<file path="src/sv/bdd_pkg.sv">
// bdd_pkg: shared types and constants for the binary to decimal digits unit.
// No dependencies.
`default_nettype none

package bdd_pkg;

    localparam int DIGIT_W = 4;

    typedef enum logic [1:0] {
        ST_IDLE,
        ST_CONV,
        ST_SKIP,
        ST_EMIT
    } state_t;

    typedef struct packed {
        logic load;
        logic convert;
        logic skip;
        logic emit;
    } cmd_t;

    typedef struct packed {
        logic last_bit;
        logic skip_done;
        logic one_left;
        logic out_free;
    } status_t;

endpackage

`default_nettype wire

</file>
<file path="src/sv/binary_to_decimal_digits_unit.sv">
// binary_to_decimal_digits_unit: top level, binary value in, decimal digits out.
// Depends on bdd_pkg, bdd_ctrl and bdd_datapath.
//
// Input channel: in_valid/in_stall with value. One request is taken at an edge
// where in_valid is high and in_stall low; in_stall is high while a value is
// being converted or its digits are still being sent.
// Output channel: out_valid/out_stall with digit and last. A value gives its
// decimal digits most significant first, no leading zeros, last set on the
// final digit; zero gives the single digit 0.
// Sequence: shift-add-3 over the VALUE_BITS bits of the value into NDIG digits
// (NDIG = digits of 2^VALUE_BITS-1), then leading zeros dropped, then one
// digit per cycle while the receiver does not stall. A new request is taken
// only after the final digit has entered the output register.
// A stalled digit holds in the output register and halts digit emission; the
// next request may be accepted while the final digit still waits.
// Reset clears the state machine and the output valid; no request in flight
// survives it.
`default_nettype none

module binary_to_decimal_digits_unit
#(
    parameter int VALUE_BITS = 63
)
(
    input  wire logic                   clk,
    input  wire logic                   rst_n,
    input  wire logic                   in_valid,
    output logic                        in_stall,
    input  wire logic [VALUE_BITS-1:0]  value,
    output logic                        out_valid,
    input  wire logic                   out_stall,
    output logic [bdd_pkg::DIGIT_W-1:0] digit,
    output logic                        last
);

    bdd_pkg::cmd_t    cmd;
    bdd_pkg::status_t status;

    bdd_ctrl u_ctrl
    (
        .clk      (clk),
        .rst_n    (rst_n),
        .in_valid (in_valid),
        .in_stall (in_stall),
        .status   (status),
        .cmd      (cmd)
    );

    bdd_datapath
    #(
        .VALUE_BITS (VALUE_BITS)
    )
    u_datapath
    (
        .clk       (clk),
        .rst_n     (rst_n),
        .value     (value),
        .cmd       (cmd),
        .status    (status),
        .out_valid (out_valid),
        .out_stall (out_stall),
        .digit     (digit),
        .last      (last)
    );

endmodule

`default_nettype wire

</file>
<file path="src/sv/bdd_ctrl.sv">
// bdd_ctrl: sequencing state machine (load, convert, drop leading zeros, emit).
// Depends on bdd_pkg.
`default_nettype none

module bdd_ctrl
(
    input  wire logic            clk,
    input  wire logic            rst_n,
    input  wire logic            in_valid,
    output logic                 in_stall,
    input  wire bdd_pkg::status_t status,
    output bdd_pkg::cmd_t        cmd
);

    bdd_pkg::state_t state_reg;
    bdd_pkg::state_t state_next;

    always_ff @(posedge clk or negedge rst_n)
    begin
        if (!rst_n)
        begin
            state_reg <= bdd_pkg::ST_IDLE;
        end
        else
        begin
            state_reg <= state_next;
        end
    end

    always_comb
    begin
        state_next = state_reg;
        unique case (state_reg)
            bdd_pkg::ST_IDLE:
            begin
                if (in_valid)
                begin
                    state_next = bdd_pkg::ST_CONV;
                end
            end
            bdd_pkg::ST_CONV:
            begin
                if (status.last_bit)
                begin
                    state_next = bdd_pkg::ST_SKIP;
                end
            end
            bdd_pkg::ST_SKIP:
            begin
                if (status.skip_done)
                begin
                    state_next = bdd_pkg::ST_EMIT;
                end
            end
            bdd_pkg::ST_EMIT:
            begin
                if (status.out_free && status.one_left)
                begin
                    state_next = bdd_pkg::ST_IDLE;
                end
            end
            default:
            begin
                state_next = bdd_pkg::ST_IDLE;
            end
        endcase
    end

    always_comb
    begin
        in_stall    = (state_reg != bdd_pkg::ST_IDLE);
        cmd.load    = (state_reg == bdd_pkg::ST_IDLE) && in_valid;
        cmd.convert = (state_reg == bdd_pkg::ST_CONV);
        cmd.skip    = (state_reg == bdd_pkg::ST_SKIP) && !status.skip_done;
        cmd.emit    = (state_reg == bdd_pkg::ST_EMIT) && status.out_free;
    end

endmodule

`default_nettype wire

</file>
<file path="src/sv/bdd_datapath.sv">
// bdd_datapath: shift-add-3 converter, digit counter and output register.
// Depends on bdd_pkg.
`default_nettype none

module bdd_datapath
#(
    parameter int VALUE_BITS = 63
)
(
    input  wire logic                   clk,
    input  wire logic                   rst_n,
    input  wire logic [VALUE_BITS-1:0]  value,
    input  wire bdd_pkg::cmd_t          cmd,
    output bdd_pkg::status_t            status,
    output logic                        out_valid,
    input  wire logic                   out_stall,
    output logic [bdd_pkg::DIGIT_W-1:0] digit,
    output logic                        last
);

    localparam int NDIG   = (VALUE_BITS * 30103) / 100000 + 1;
    localparam int BCD_W  = NDIG * bdd_pkg::DIGIT_W;
    localparam int BCNT_W = $clog2(VALUE_BITS + 1);
    localparam int DCNT_W = $clog2(NDIG + 1);

    logic [VALUE_BITS-1:0]       value_reg;
    logic [BCD_W-1:0]            bcd_reg;
    logic [BCD_W-1:0]            bcd_adj;
    logic [BCNT_W-1:0]           bit_cnt_reg;
    logic [DCNT_W-1:0]           dig_cnt_reg;
    logic                        out_valid_reg;
    logic [bdd_pkg::DIGIT_W-1:0] digit_reg;
    logic                        last_reg;
    logic [bdd_pkg::DIGIT_W-1:0] top_digit;

    assign top_digit = bcd_reg[BCD_W-1 -: bdd_pkg::DIGIT_W];

    // add 3 to every digit of 5 or more before the shift
    always_comb
    begin
        logic [bdd_pkg::DIGIT_W-1:0] d;
        for (int i = 0; i < NDIG; i++)
        begin
            d = bcd_reg[i*bdd_pkg::DIGIT_W +: bdd_pkg::DIGIT_W];
            bcd_adj[i*bdd_pkg::DIGIT_W +: bdd_pkg::DIGIT_W] =
                (d >= 4'd5) ? d + 4'd3 : d;
        end
    end

    always_comb
    begin
        status.last_bit  = (bit_cnt_reg == BCNT_W'(1));
        status.one_left  = (dig_cnt_reg == DCNT_W'(1));
        status.skip_done = (top_digit != '0) || status.one_left;
        status.out_free  = !out_valid_reg || !out_stall;
    end

    always_ff @(posedge clk)
    begin
        if (cmd.load)
        begin
            value_reg   <= value;
            bcd_reg     <= '0;
            bit_cnt_reg <= BCNT_W'(VALUE_BITS);
            dig_cnt_reg <= DCNT_W'(NDIG);
        end
        else if (cmd.convert)
        begin
            bcd_reg     <= {bcd_adj[BCD_W-2:0], value_reg[VALUE_BITS-1]};
            value_reg   <= {value_reg[VALUE_BITS-2:0], 1'b0};
            bit_cnt_reg <= bit_cnt_reg - BCNT_W'(1);
        end
        else if (cmd.skip || cmd.emit)
        begin
            bcd_reg     <= {bcd_reg[BCD_W-bdd_pkg::DIGIT_W-1:0], {bdd_pkg::DIGIT_W{1'b0}}};
            dig_cnt_reg <= dig_cnt_reg - DCNT_W'(1);
        end
    end

    always_ff @(posedge clk or negedge rst_n)
    begin
        if (!rst_n)
        begin
            out_valid_reg <= 1'b0;
        end
        else if (cmd.emit)
        begin
            out_valid_reg <= 1'b1;
        end
        else if (!out_stall)
        begin
            out_valid_reg <= 1'b0;
        end
    end

    always_ff @(posedge clk)
    begin
        if (cmd.emit)
        begin
            digit_reg <= top_digit;
            last_reg  <= status.one_left;
        end
    end

    assign out_valid = out_valid_reg;
    assign digit     = digit_reg;
    assign last      = last_reg;

    a_digit_bcd: assert property (@(posedge clk) disable iff (!rst_n)
        out_valid_reg |-> (digit_reg <= 4'd9))
        else $error("emitted digit out of range");

    a_skip_zero_only: assert property (@(posedge clk) disable iff (!rst_n)
        cmd.skip |-> ((top_digit == '0) && (dig_cnt_reg > DCNT_W'(1))))
        else $error("dropped a significant digit");

    a_emit_count: assert property (@(posedge clk) disable iff (!rst_n)
        cmd.emit |-> (dig_cnt_reg != '0))
        else $error("digit emitted past end of run");

    a_single_cmd: assert property (@(posedge clk) disable iff (!rst_n)
        $onehot0({cmd.load, cmd.convert, cmd.skip, cmd.emit}))
        else $error("conflicting datapath commands");

endmodule

`default_nettype wire
</file>
<file path="config.mk">
export PLATFORM = sky130hd
export DESIGN_NAME = binary_to_decimal_digits_unit
export DESIGN_NICKNAME = d
export VERILOG_FILES = /design/src/sv/bdd_pkg.sv /design/src/sv/binary_to_decimal_digits_unit.sv /design/src/sv/bdd_ctrl.sv /design/src/sv/bdd_datapath.sv
export SDC_FILE = /design/constraint.sdc
export NUM_CORES = 1
export LEC_CHECK = 0
export BUFFER_PORTS_ARGS = -buffer_cell sky130_fd_sc_hd__buf_2
export CAP_MARGIN = 20
export CELL_PAD_IN_SITES_DETAIL_PLACEMENT = 0
export CELL_PAD_IN_SITES_GLOBAL_PLACEMENT = 1
export CORE_ASPECT_RATIO = 0.6
export CORE_UTILIZATION = 50
export CTS_CLUSTER_SIZE = 12
export DETAILED_ROUTE_END_ITERATION = 6
export PLACE_DENSITY_LB_ADDON = 0.3
export SYNTH_ARGS = -nofsm -noshare
export SYNTH_HDL_FRONTEND = slang
export SYNTH_SLANG_ARGS = --single-unit
</file>
<file path="constraint.sdc">
create_clock -name clk -period 5.3 [get_ports clk]
set_input_delay 0.265 -clock clk [delete_from_list [all_inputs] [get_ports clk]]
set_output_delay 0.265 -clock clk [all_outputs]
set_load 0.03 [all_outputs]
</file>
==> results.toml, run 1 <==
[outcome]
status = "finished clean"

[clock_tree]
cts_buffer_depth = 2
cts_tree = "done"
cts_htree_levels = 4
post_cts_buffers = 0
numCtsBuffers = 17
clockRootBuffer = "clkbuf_16"
ctsResizeCount = 0
path_clk_slew_ps = 70
cts.sinks = 158
clk_latency_ps = 420
postCtsHoldBufs = 1

[finish]
drive_gt1_share_pct = 17.3
antennaDiodeCount = 0
nNetsFinal = 1143
fillers = 1518
area_delta_synth_final_pct = 12.6
largest_reg_flops = 76

[sta]
finalCriticalPeriod_ps = 2810
hold_viol_final = 0
fmax_mhz = 356
rsz0062_at_grt = "false"
tightest_slew_ps = 1060
period_share_pct = 53.0
finalMaxSlewViolations = 0
clock_skew_ps = 15.1
slew_headroom_pct = 29.5
finalWorstSetupSlack_ps = 2490
tns_ps = 0
setup_viol = 0

[global_route]
grt_use_total_pct = 20.0
grt_use_met2_pct = 27.2
overflow = 0
busiest_layer = "met1"
use_met1_pct = 31.8
grt_max_degree = 82
grt_use_met3_pct = 4.00
grt_pass1_wl_mm = 29.9
grt_antenna_before_repair = 0
grt_pass1_vias = 6028

[power]
power.leakage_nw = 4.59
peakVddDrop_mv = 0.210
power_density_mw_per_mm2 = 264

[floorplanning]
core-area_mm2 = 0.0173
fp.dieW_um = 174
pin_count = 74
rows = 37
start_util_pct = 51.5
die_height_um = 105
die_area_mm2 = 0.0183

[route]
dr.pass1.iters = 7
vias_per_cell = 5.24
vias = 6684
wl_mm = 18.2
drtIter0Drc = 440
ant_nets = 0
drc = 0
wl_per_cell_um = 14.3

[synthesis]
syn_inst = 985
ys_seq_area_share_pct = 43.4
ys_seq_elements = 158
async_flop_share_pct = 1.90
ys_warn_count = 0
synthTopCellsByArea = "edfxtp_1 (23%), dfxtp_1 (20%), nand2_1 (10%), ha_1 (6.8%), a21oi_1 (3.4%)"
synth_nets = 1100
synth_area_mm2 = 0.00889
synth_ff_type = "dfxtp_1"
synth_top_area_cell = "edfxtp_1"
netlist.area_leader.share_pct = 23.0
avgSynthCellArea_um2 = 9.03
synth_edf_count = 68
ys_types = 50

[worst_setup_path]
required_ps = 5340
crit_path_end_kind = "flop"
worst_r2r_startpoint = "u_ctrl.state_reg[1]"
path_class = "reg2reg"
cp.arrival_ps = 2850
critPathMaxFanout = 72
worst_setup_path_start_kind = "flop"
r2r-end = "u_datapath.value_reg[15]"
rr_worst_depth = 5
r2r_slack_ps = 2490

[placed_design]
gp_congestion = 0.736
dpl.hpwl_mm = 11.4
port_buffers = 73
pre_cts_slack_ps = 2470

[worst_hold_path]
worstHoldStart = "value[40]"
whs_path_depth = 3
hold_path_end = "u_datapath.value_reg[40]"
hold_class = "in2reg"

[run]
maxCapViolCount = 0
-- area by class of cell --
| class | instances | area, um2 | share of cell area, % |
|---|---|---|---|
| Inverter | 48 | 180 | 1.80 |
| Clock buffer | 19 | 433 | 4.32 |
| Tap cell | 234 | 293 | 2.92 |
| Multi-Input combinational cell | 722 | 4610 | 46.0 |
| Clock inverter | 13 | 211 | 2.11 |
| Timing Repair Buffer | 81 | 428 | 4.27 |
| Sequential cell | 158 | 3860 | 38.5 |
-- synthesized netlist by cell type, types with 2 or more instances --
cell type / count
or3b_2: 2
xnor2_1: 21
inv_1: 47
nor3_2: 13
buf_6: 5
a211oi_2: 9
edfxtp_1: 68
mux2i_1: 19
nand3_1: 9
a31oi_1: 2
nand2_1: 241
dfxtp_1: 87
and2_1: 2
o311a_1: 2
nor4_1: 15
o22ai_1: 3
mux2_1: 2
a21o_1: 2
buf_1: 2
a211oi_1: 28
nor3_1: 37
clkbuf_1: 45
xor2_1: 2
nand2b_1: 23
buf_2: 3
nor2_1: 55
mux2_4: 20
dfrtp_1: 3
or3_1: 2
a21oi_1: 61
o21ai_0: 26
nor3b_1: 33
mux2_2: 14
ha_1: 48
nor4_2: 3
a22o_1: 17
-- cell families (layout without fill, tap and decap cells) --
family,count (synthesis),in the layout,synth area share (%)
muxes,55,55,7.54
buffers and inverters,105,161,5.06
adders and majority gates,48,48,6.75
xor gates and xnor gates,23,23,2.26
DFF,158,158,43.4
and+or+nand+nor,441,441,23.6
AOI/OAI and AO/OA,155,155,11.4
-- power by group --
group          leakage, nW  switching, mW  internal, mW  total, mW
Sequential            1.59              0          1.26       1.26
Clock                0.309          0.515         0.842       1.36
Combinational         2.69        0.00804        0.0178     0.0258
-- critical path, stage by stage (launching register included) --
cell and delay [ps]:
dfrtp_1 410, inv_1 140, ha_4 650, inv_2 440, nand2_2 130, buf_4 630
-- cell usage in the layout, fill, tap and decap left out, types with 9 or more instances in the layout --
| cell type | n |
|---|---|
| buf_2 | 73 |
| nor3b_1 | 33 |
| nor2_1 | 54 |
| inv_1 | 47 |
| xnor2_1 | 21 |
| o21ai_0 | 26 |
| nand2_1 | 239 |
| mux2_2 | 14 |
| nor3_1 | 37 |
| edfxtp_1 | 68 |
| nor4_1 | 15 |
| nand3_1 | 9 |
| a211oi_2 | 9 |
| a211oi_1 | 28 |
| mux2_4 | 20 |
| ha_1 | 47 |
| a22o_1 | 17 |
| nand2b_1 | 23 |
| clkbuf_16 | 17 |
| mux2i_1 | 19 |
| a21oi_1 | 61 |
| nor3_2 | 13 |
| dfxtp_1 | 87 |
-- metal layers --
metal / part of all wire [%] / vias up
met4: 0.44 / 0
met2: 40 / 106
met3: 3.3 / 6
li1: - / 3501
met5: 0 / -
met1: 56 / 3071
-- stage by stage --
stage	power [mW]	utilization, %	hold WS [ps]	area (um2)	cells
final	2.64	58.0	102	10000	1275
after global routing	2.71	58.0	91.5	10000	1275
after CTS	2.66	58.0	89.9	10000	1275
after detailed placement	1.31	54.2	69.2	9360	1242
after global placement	1.31	54.2	68.0	9360	1242
after floorplan	1.29	-	-30.6	8890	985
-- worst max path at each step --
stage | start | end | depth (start not counted)
final | u_ctrl.state_reg[1] | u_datapath.value_reg[15] | 5
after floorplan | u_ctrl.state_reg[0] | u_datapath.value_reg[0] | 6
after detailed placement | u_ctrl.state_reg[1] | u_datapath.value_reg[21] | 5
after global routing | u_ctrl.state_reg[1] | u_datapath.value_reg[12] | 5
after global placement | u_ctrl.state_reg[1] | u_datapath.value_reg[21] | 5
after CTS | u_ctrl.state_reg[1] | u_datapath.value_reg[17] | 5
(Power assumes the default switching activity.)
==> run 2, diff against run 1 <==
--- a/config.mk
+++ b/config.mk
@@ -5,12 +5,13 @@
 export SDC_FILE = /design/constraint.sdc
 export NUM_CORES = 1
 export LEC_CHECK = 0
+export ABC_AREA = 1
 export BUFFER_PORTS_ARGS = -buffer_cell sky130_fd_sc_hd__buf_2
 export CAP_MARGIN = 20
 export CELL_PAD_IN_SITES_DETAIL_PLACEMENT = 0
 export CELL_PAD_IN_SITES_GLOBAL_PLACEMENT = 1
 export CORE_ASPECT_RATIO = 0.6
-export CORE_UTILIZATION = 50
+export CORE_UTILIZATION = 44
 export CTS_CLUSTER_SIZE = 12
 export DETAILED_ROUTE_END_ITERATION = 6
 export PLACE_DENSITY_LB_ADDON = 0.3
==> constraint.sdc (replaced) <==
create_clock -name clk -period 2.9 [get_ports clk]
set_input_delay 0.145 -clock clk [delete_from_list [all_inputs] [get_ports clk]]
set_output_delay 0.145 -clock clk [all_outputs]
set_load 0.03 [all_outputs]
==> results.toml, run 2 <==
[global_route]
grt_max_degree = 81
grt_antenna_before_repair = 0
grt_pass1_wl_mm = 37.8
overflow = 0
grt_pass1_vias = 7376
grt_use_total_pct = 21.7

[power]
power.leakage_nw = 5.48
peakVddDrop_mv = 0.579
power_density_mw_per_mm2 = 903

[worst_setup_path]
critPathMaxFanout = 63
required_ps = 2990
path_buf_inv = 3
path_class = "reg2reg"
worst_setup_path_start_kind = "flop"
cp_cell_sequence = "inv_1, ha_4, clkinv_2, nand2_2, buf_12"
cp.arrival_ps = 2420
critPathMaxStageDelay_ps = 460
crit_path_end_kind = "flop"
critical-path-slowest-cell = "clkinv_2"
crit_family = "buffers and inverters"

[sta]
rsz0062_at_grt = "false"
tns_ps = 0
hold_viol_final = 0
slew_headroom_pct = 56.0
finalMaxSlewViolations = 0
period_share_pct = 80.2
clock_skew_ps = 6.29
tightest_slew_ps = 659
fmax_mhz = 430
setup_viol = 0
finalCriticalPeriod_ps = 2330

[synthesis]
muxShareOfSynthArea_pct = 0
synth_compound_area_share_pct = 4.03
synth_area_mm2 = 0.00928
netlist.area_leader.share_pct = 22.0
synthSimpleGateAreaFrac_pct = 38.0
ys_seq_elements = 158
synth_nets = 1395
yosys.area_share.xor_xnor_pct = 0.283
synth_commonest_cells = "nand2_1 (463), nand3_1 (197), inv_1 (143)"
ys_types = 28
synth_top_area_cell = "edfxtp_1"
ys_warn_count = 0
synth_top_family_by_area = "simple AND/OR/NAND/NOR gates"
avgSynthCellArea_um2 = 7.25
syn_inst = 1280
synth_edf_count = 68
synth_most_common_cell = "nand2_1"
synthTopCellsByArea = "edfxtp_1 (22%), dfxtp_1 (19%), nand2_1 (19%), nand3_1 (11%), nand4_1 (7.2%)"
synth_fa_ha_area_share_pct = 6.47
synth_ff_type = "dfxtp_1"
ys_seq_area_share_pct = 41.6
async_flop_share_pct = 1.90

[placed_design]
gp_congestion = 0.808
port_buffers = 73
dpl_cell_area_mm2 = 0.00986
dpl.hpwl_mm = 14.4

[floorplanning]
die_area_mm2 = 0.0217
core-area_mm2 = 0.0203
pin_count = 74
fp.dieW_um = 189
start_util_pct = 45.7
rows = 40
die_height_um = 114

[finish]
final_util_pct = 54.6
final_cell_area_mm2 = 0.0111
final_cell_mix = "nand2_1 (461), nand3_1 (197), inv_1 (143)"
nNetsFinal = 1494
largest_reg_flops = 76
antennaDiodeCount = 0
drive_gt1_share_pct = 9.77
final_common_cell = "nand2_1"
area_delta_synth_final_pct = 19.6

[clock_tree]
numCtsBuffers = 17
path_clk_slew_ps = 60
cts_tree = "done"
clk_latency_ps = 430
cts.sinks = 158
cts_htree_levels = 4
cts_buffer_depth = 2
clockRootBuffer = "clkbuf_16"
post_cts_buffers = 0

[outcome]
status = "finished clean"

[worst_hold_path]
hold_class = "in2reg"

[route]
ant_nets = 0
vias_per_cell = 5.12
wl_mm = 23.1
dr.pass1.iters = 5
vias = 8524
drtIter0Drc = 676
wl_per_cell_um = 13.9
drc = 0

[run]
maxCapViolCount = 0
## run 2: what timing repair did
action,in CTS,in global routing
hold endpoints to repair,61,0
gates resized for setup,0,0
hold buffers,59,0
## run 2: final timing paths
check / from / to / slack [ps] / cells after the start
setup / recovery: u_ctrl.state_reg[1] / u_datapath.value_reg[52] / 570 / 5
hold / removal: value[55] / u_datapath.value_reg[55] / 10 / 3
setup reg to reg: u_ctrl.state_reg[1] / u_datapath.value_reg[52] / 570 / 5
hold reg to reg: u_datapath.bit_cnt_reg[5] / u_datapath.bit_cnt_reg[5] / 470 / 1
max in group asynchronous: rst_n / u_ctrl.state_reg[0] / 2750 / 2
min in group asynchronous: rst_n / u_datapath.out_valid / 40 / 2
## run 2: stage by stage
step	setup WS [ps]	cells	power, mW	hold slack, ps
floorplan	429	1280	6.50	-151
global placement	652	1574	7.47	-50.2
detailed placement	598	1574	7.51	-49.4
CTS	582	1665	10.1	11.5
global route	387	1665	10.7	20.9
finish	573	1665	10.0	10.9
## run 2: tightest hold or removal path, cell delays in order
cell and delay [ps]:
buf_2 80, nand2_1 40, nand2_1 60
## run 2: kinds of logic after synthesis
kind of cell	count (synthesis)
and+or+nand+nor	789
buffers and inverters	213
DFF	158
AOI/OAI and AO/OA	69
adders and majority gates	48
xor gates and xnor gates	3
## run 2: layout make-up
cell class | count | area (um2)
Sequential cell | 158 | 3860
Fill cell | 1914 | 9220
Multi-Input combinational cell | 909 | 4550
Clock buffer | 17 | 425
Clock inverter | 15 | 218
Tap cell | 273 | 342
Timing Repair Buffer | 146 | 1150
Inverter | 147 | 553
## run 2: power by group
group          leakage, nW  switching (mW)  internal (mW)
clock                0.298           0.949           1.52
combinational         3.78            2.77           1.12
sequential            1.40           0.355           3.31
## run 2: metal layers
layer / vias up / wire length (um) / global-route usage, %
li1: 4468 / - / -
met3: 21 / 1100 / 3.95
met5: - / 0 / 0
met2: 202 / 9320 / 30.1
met4: 0 / 303 / 5.81
met1: 3833 / 12300 / 33.9
==> run 3, diff against run 2 <==
--- a/config.mk
+++ b/config.mk
@@ -5,13 +5,13 @@
 export SDC_FILE = /design/constraint.sdc
 export NUM_CORES = 1
 export LEC_CHECK = 0
-export ABC_AREA = 1
+export ABC_AREA = 0
 export BUFFER_PORTS_ARGS = -buffer_cell sky130_fd_sc_hd__buf_2
 export CAP_MARGIN = 20
 export CELL_PAD_IN_SITES_DETAIL_PLACEMENT = 0
 export CELL_PAD_IN_SITES_GLOBAL_PLACEMENT = 1
 export CORE_ASPECT_RATIO = 0.6
-export CORE_UTILIZATION = 44
+export CORE_UTILIZATION = 47
 export CTS_CLUSTER_SIZE = 12
 export DETAILED_ROUTE_END_ITERATION = 6
 export PLACE_DENSITY_LB_ADDON = 0.3
==> constraint.sdc (replaced) <==
create_clock -name clk -period 2.4 [get_ports clk]
set_input_delay 0.12 -clock clk [delete_from_list [all_inputs] [get_ports clk]]
set_output_delay 0.12 -clock clk [all_outputs]
set_load 0.03 [all_outputs]
==> results.toml, run 3 (same netlist as run 1, synthesis figures left out) <==
[clock_tree]
cts.sinks = 158
cts_tree = "done"
cts_htree_levels = 4
clk_latency_ps = 420
path_clk_slew_ps = 70
clockRootBuffer = "clkbuf_16"
numCtsBuffers = 17
cts_buffer_depth = 2

[finish]
drive_gt1_share_pct = 17.4
final_util_pct = 58.7
antennaDiodeCount = 0
fillers = 1577
ff_latch_area_mm2 = 0.00386
final_common_cell = "nand2_1"
nNetsFinal = 1216
multi_input_area_mm2 = 0.00461
area_delta_synth_final_pct = 20.8
final_cells = 1354
largest_reg_flops = 76
final_cell_mix = "nand2_1 (239), dfxtp_1 (87), buf_2 (73)"

[worst_setup_path]
required_ps = 2720
critPathMaxFanout = 31
cp.arrival_ps = 2480
rr_worst_depth = 7
crit_path_end_kind = "flop"
path_class = "reg2reg"
worst_setup_path_start_kind = "flop"

[route]
wl_per_cell_um = 14.7
drc = 4
vias = 7072
ant_nets = 0
dr.pass1.iters = 6
wl_mm = 19.8
drtIter0Drc = 572
vias_per_cell = 5.22

[global_route]
grt_pass1_vias = 6652
overflow = 0
grt_use_total_pct = 21.0
grt_antenna_before_repair = 0
grt_max_degree = 80
grt_pass1_wl_mm = 33.0

[floorplanning]
start_util_pct = 48.6
die_area_mm2 = 0.0195
fp.dieW_um = 180
rows = 38
die_height_um = 109
core-area_mm2 = 0.0183
pin_count = 74

[power]
power.leakage_nw = 4.90
power_density_mw_per_mm2 = 511
peakVddDrop_mv = 0.538

[worst_hold_path]
hold_class = "in2reg"
whs_path_depth = 3

[placed_design]
dp_cells = 1260
pre_cts_slack_ps = 280
gp_congestion = 0.793
dpl.hpwl_mm = 12.4
port_buffers = 73

[sta]
tns_ps = 0
slew_headroom_pct = 65.6
period_share_pct = 89.9
hold_viol_final = 1
rsz0062_at_grt = "false"
tightest_slew_ps = 508
finalCriticalPeriod_ps = 2160
setup_viol = 0
fmax_mhz = 463
clock_skew_ps = 14.2
finalMaxSlewViolations = 0
finalWorstSetupSlack_ps = 242
hold-worst-slack_ps = -2.30

[outcome]
failed_checks = "design-rule violations, negative hold slack"
status = "complete, but fails checks"

[run]
maxCapViolCount = 0
run 3: cell count changes in the layout (fill, tap and decap cells not counted), sizes merged, moves of 20 or more:
cell    previous run  this run
o21ai              6        26
nor3b              0        33
nand2b             0        23
nand3            198         9
mux2               0        36
nor2              13        55
a211oi             0        37
nand4            107         0
nand2            468       241
inv              147        54
nor3               0        50
run 3: cell type report:
type                    instances  area share [%]
inverters                      48            1.68
clock inverters                15            1.21
clock buffers                  17            3.96
repair buffers                154            11.5
flip-flops and latches        158            35.9
well taps                     240            2.79
multi-input cells             722            42.9
run 3: worst max-delay path, cell delays in order (launching register included):
cell	delay, ps
dfrtp_1	430
inv_1	140
ha_1	180
and4bb_2	290
a21o_2	200
buf_12	230
mux2_2	350
a211oi_1	240
run 3: timing repair:
item / CTS / global route
hold buffers: 62 / 0
endpoints found under the hold margin: 64 / 0
setup buffers: 0 / 0
setup endpoints to repair: 0 / 0
gates resized for setup: 0 / 0
run 3: final timing paths:
check / from / endpoint / slack, ps
hold / removal: value[61] / u_datapath.value_reg[61] / -2
setup / recovery: u_ctrl.state_reg[0] / u_datapath.bcd_reg[53] / 240
max in group asynchronous: rst_n / u_ctrl.state_reg[1] / 2240
hold reg to reg: u_datapath.bcd_reg[75] / u_datapath.digit[3] / 500
setup reg to reg: u_ctrl.state_reg[0] / u_datapath.bcd_reg[53] / 240
min in group asynchronous: rst_n / u_datapath.out_valid / 40
run 3: power breakdown:
part / internal, mW / total (mW) / switching [mW]
combinational: 0.104 / 0.136 / 0.0321
clock: 1.36 / 2.58 / 1.22
sequential: 2.78 / 2.78 / 0
total: 4.24 / 5.49 / 1.25
run 3: per-layer routing:
layer	global-route usage, %	share of wire [%]	vias to the layer above
li1	-	-	3645
met1	32.5	55	3298
met2	30.5	41	118
met3	2.86	3.3	11
met4	4.62	0.79	0
met5	0	0	-
run 3: stage by stage:
stage          total power, mW  instance area (um2)
2_1_floorplan             2.84                 8900
3_3_place_gp              2.90                 9570
3_5_place_dp              2.90                 9570
4_1_cts                   5.52                10700
5_1_grt                   5.65                10700
6_report                  5.49                10700
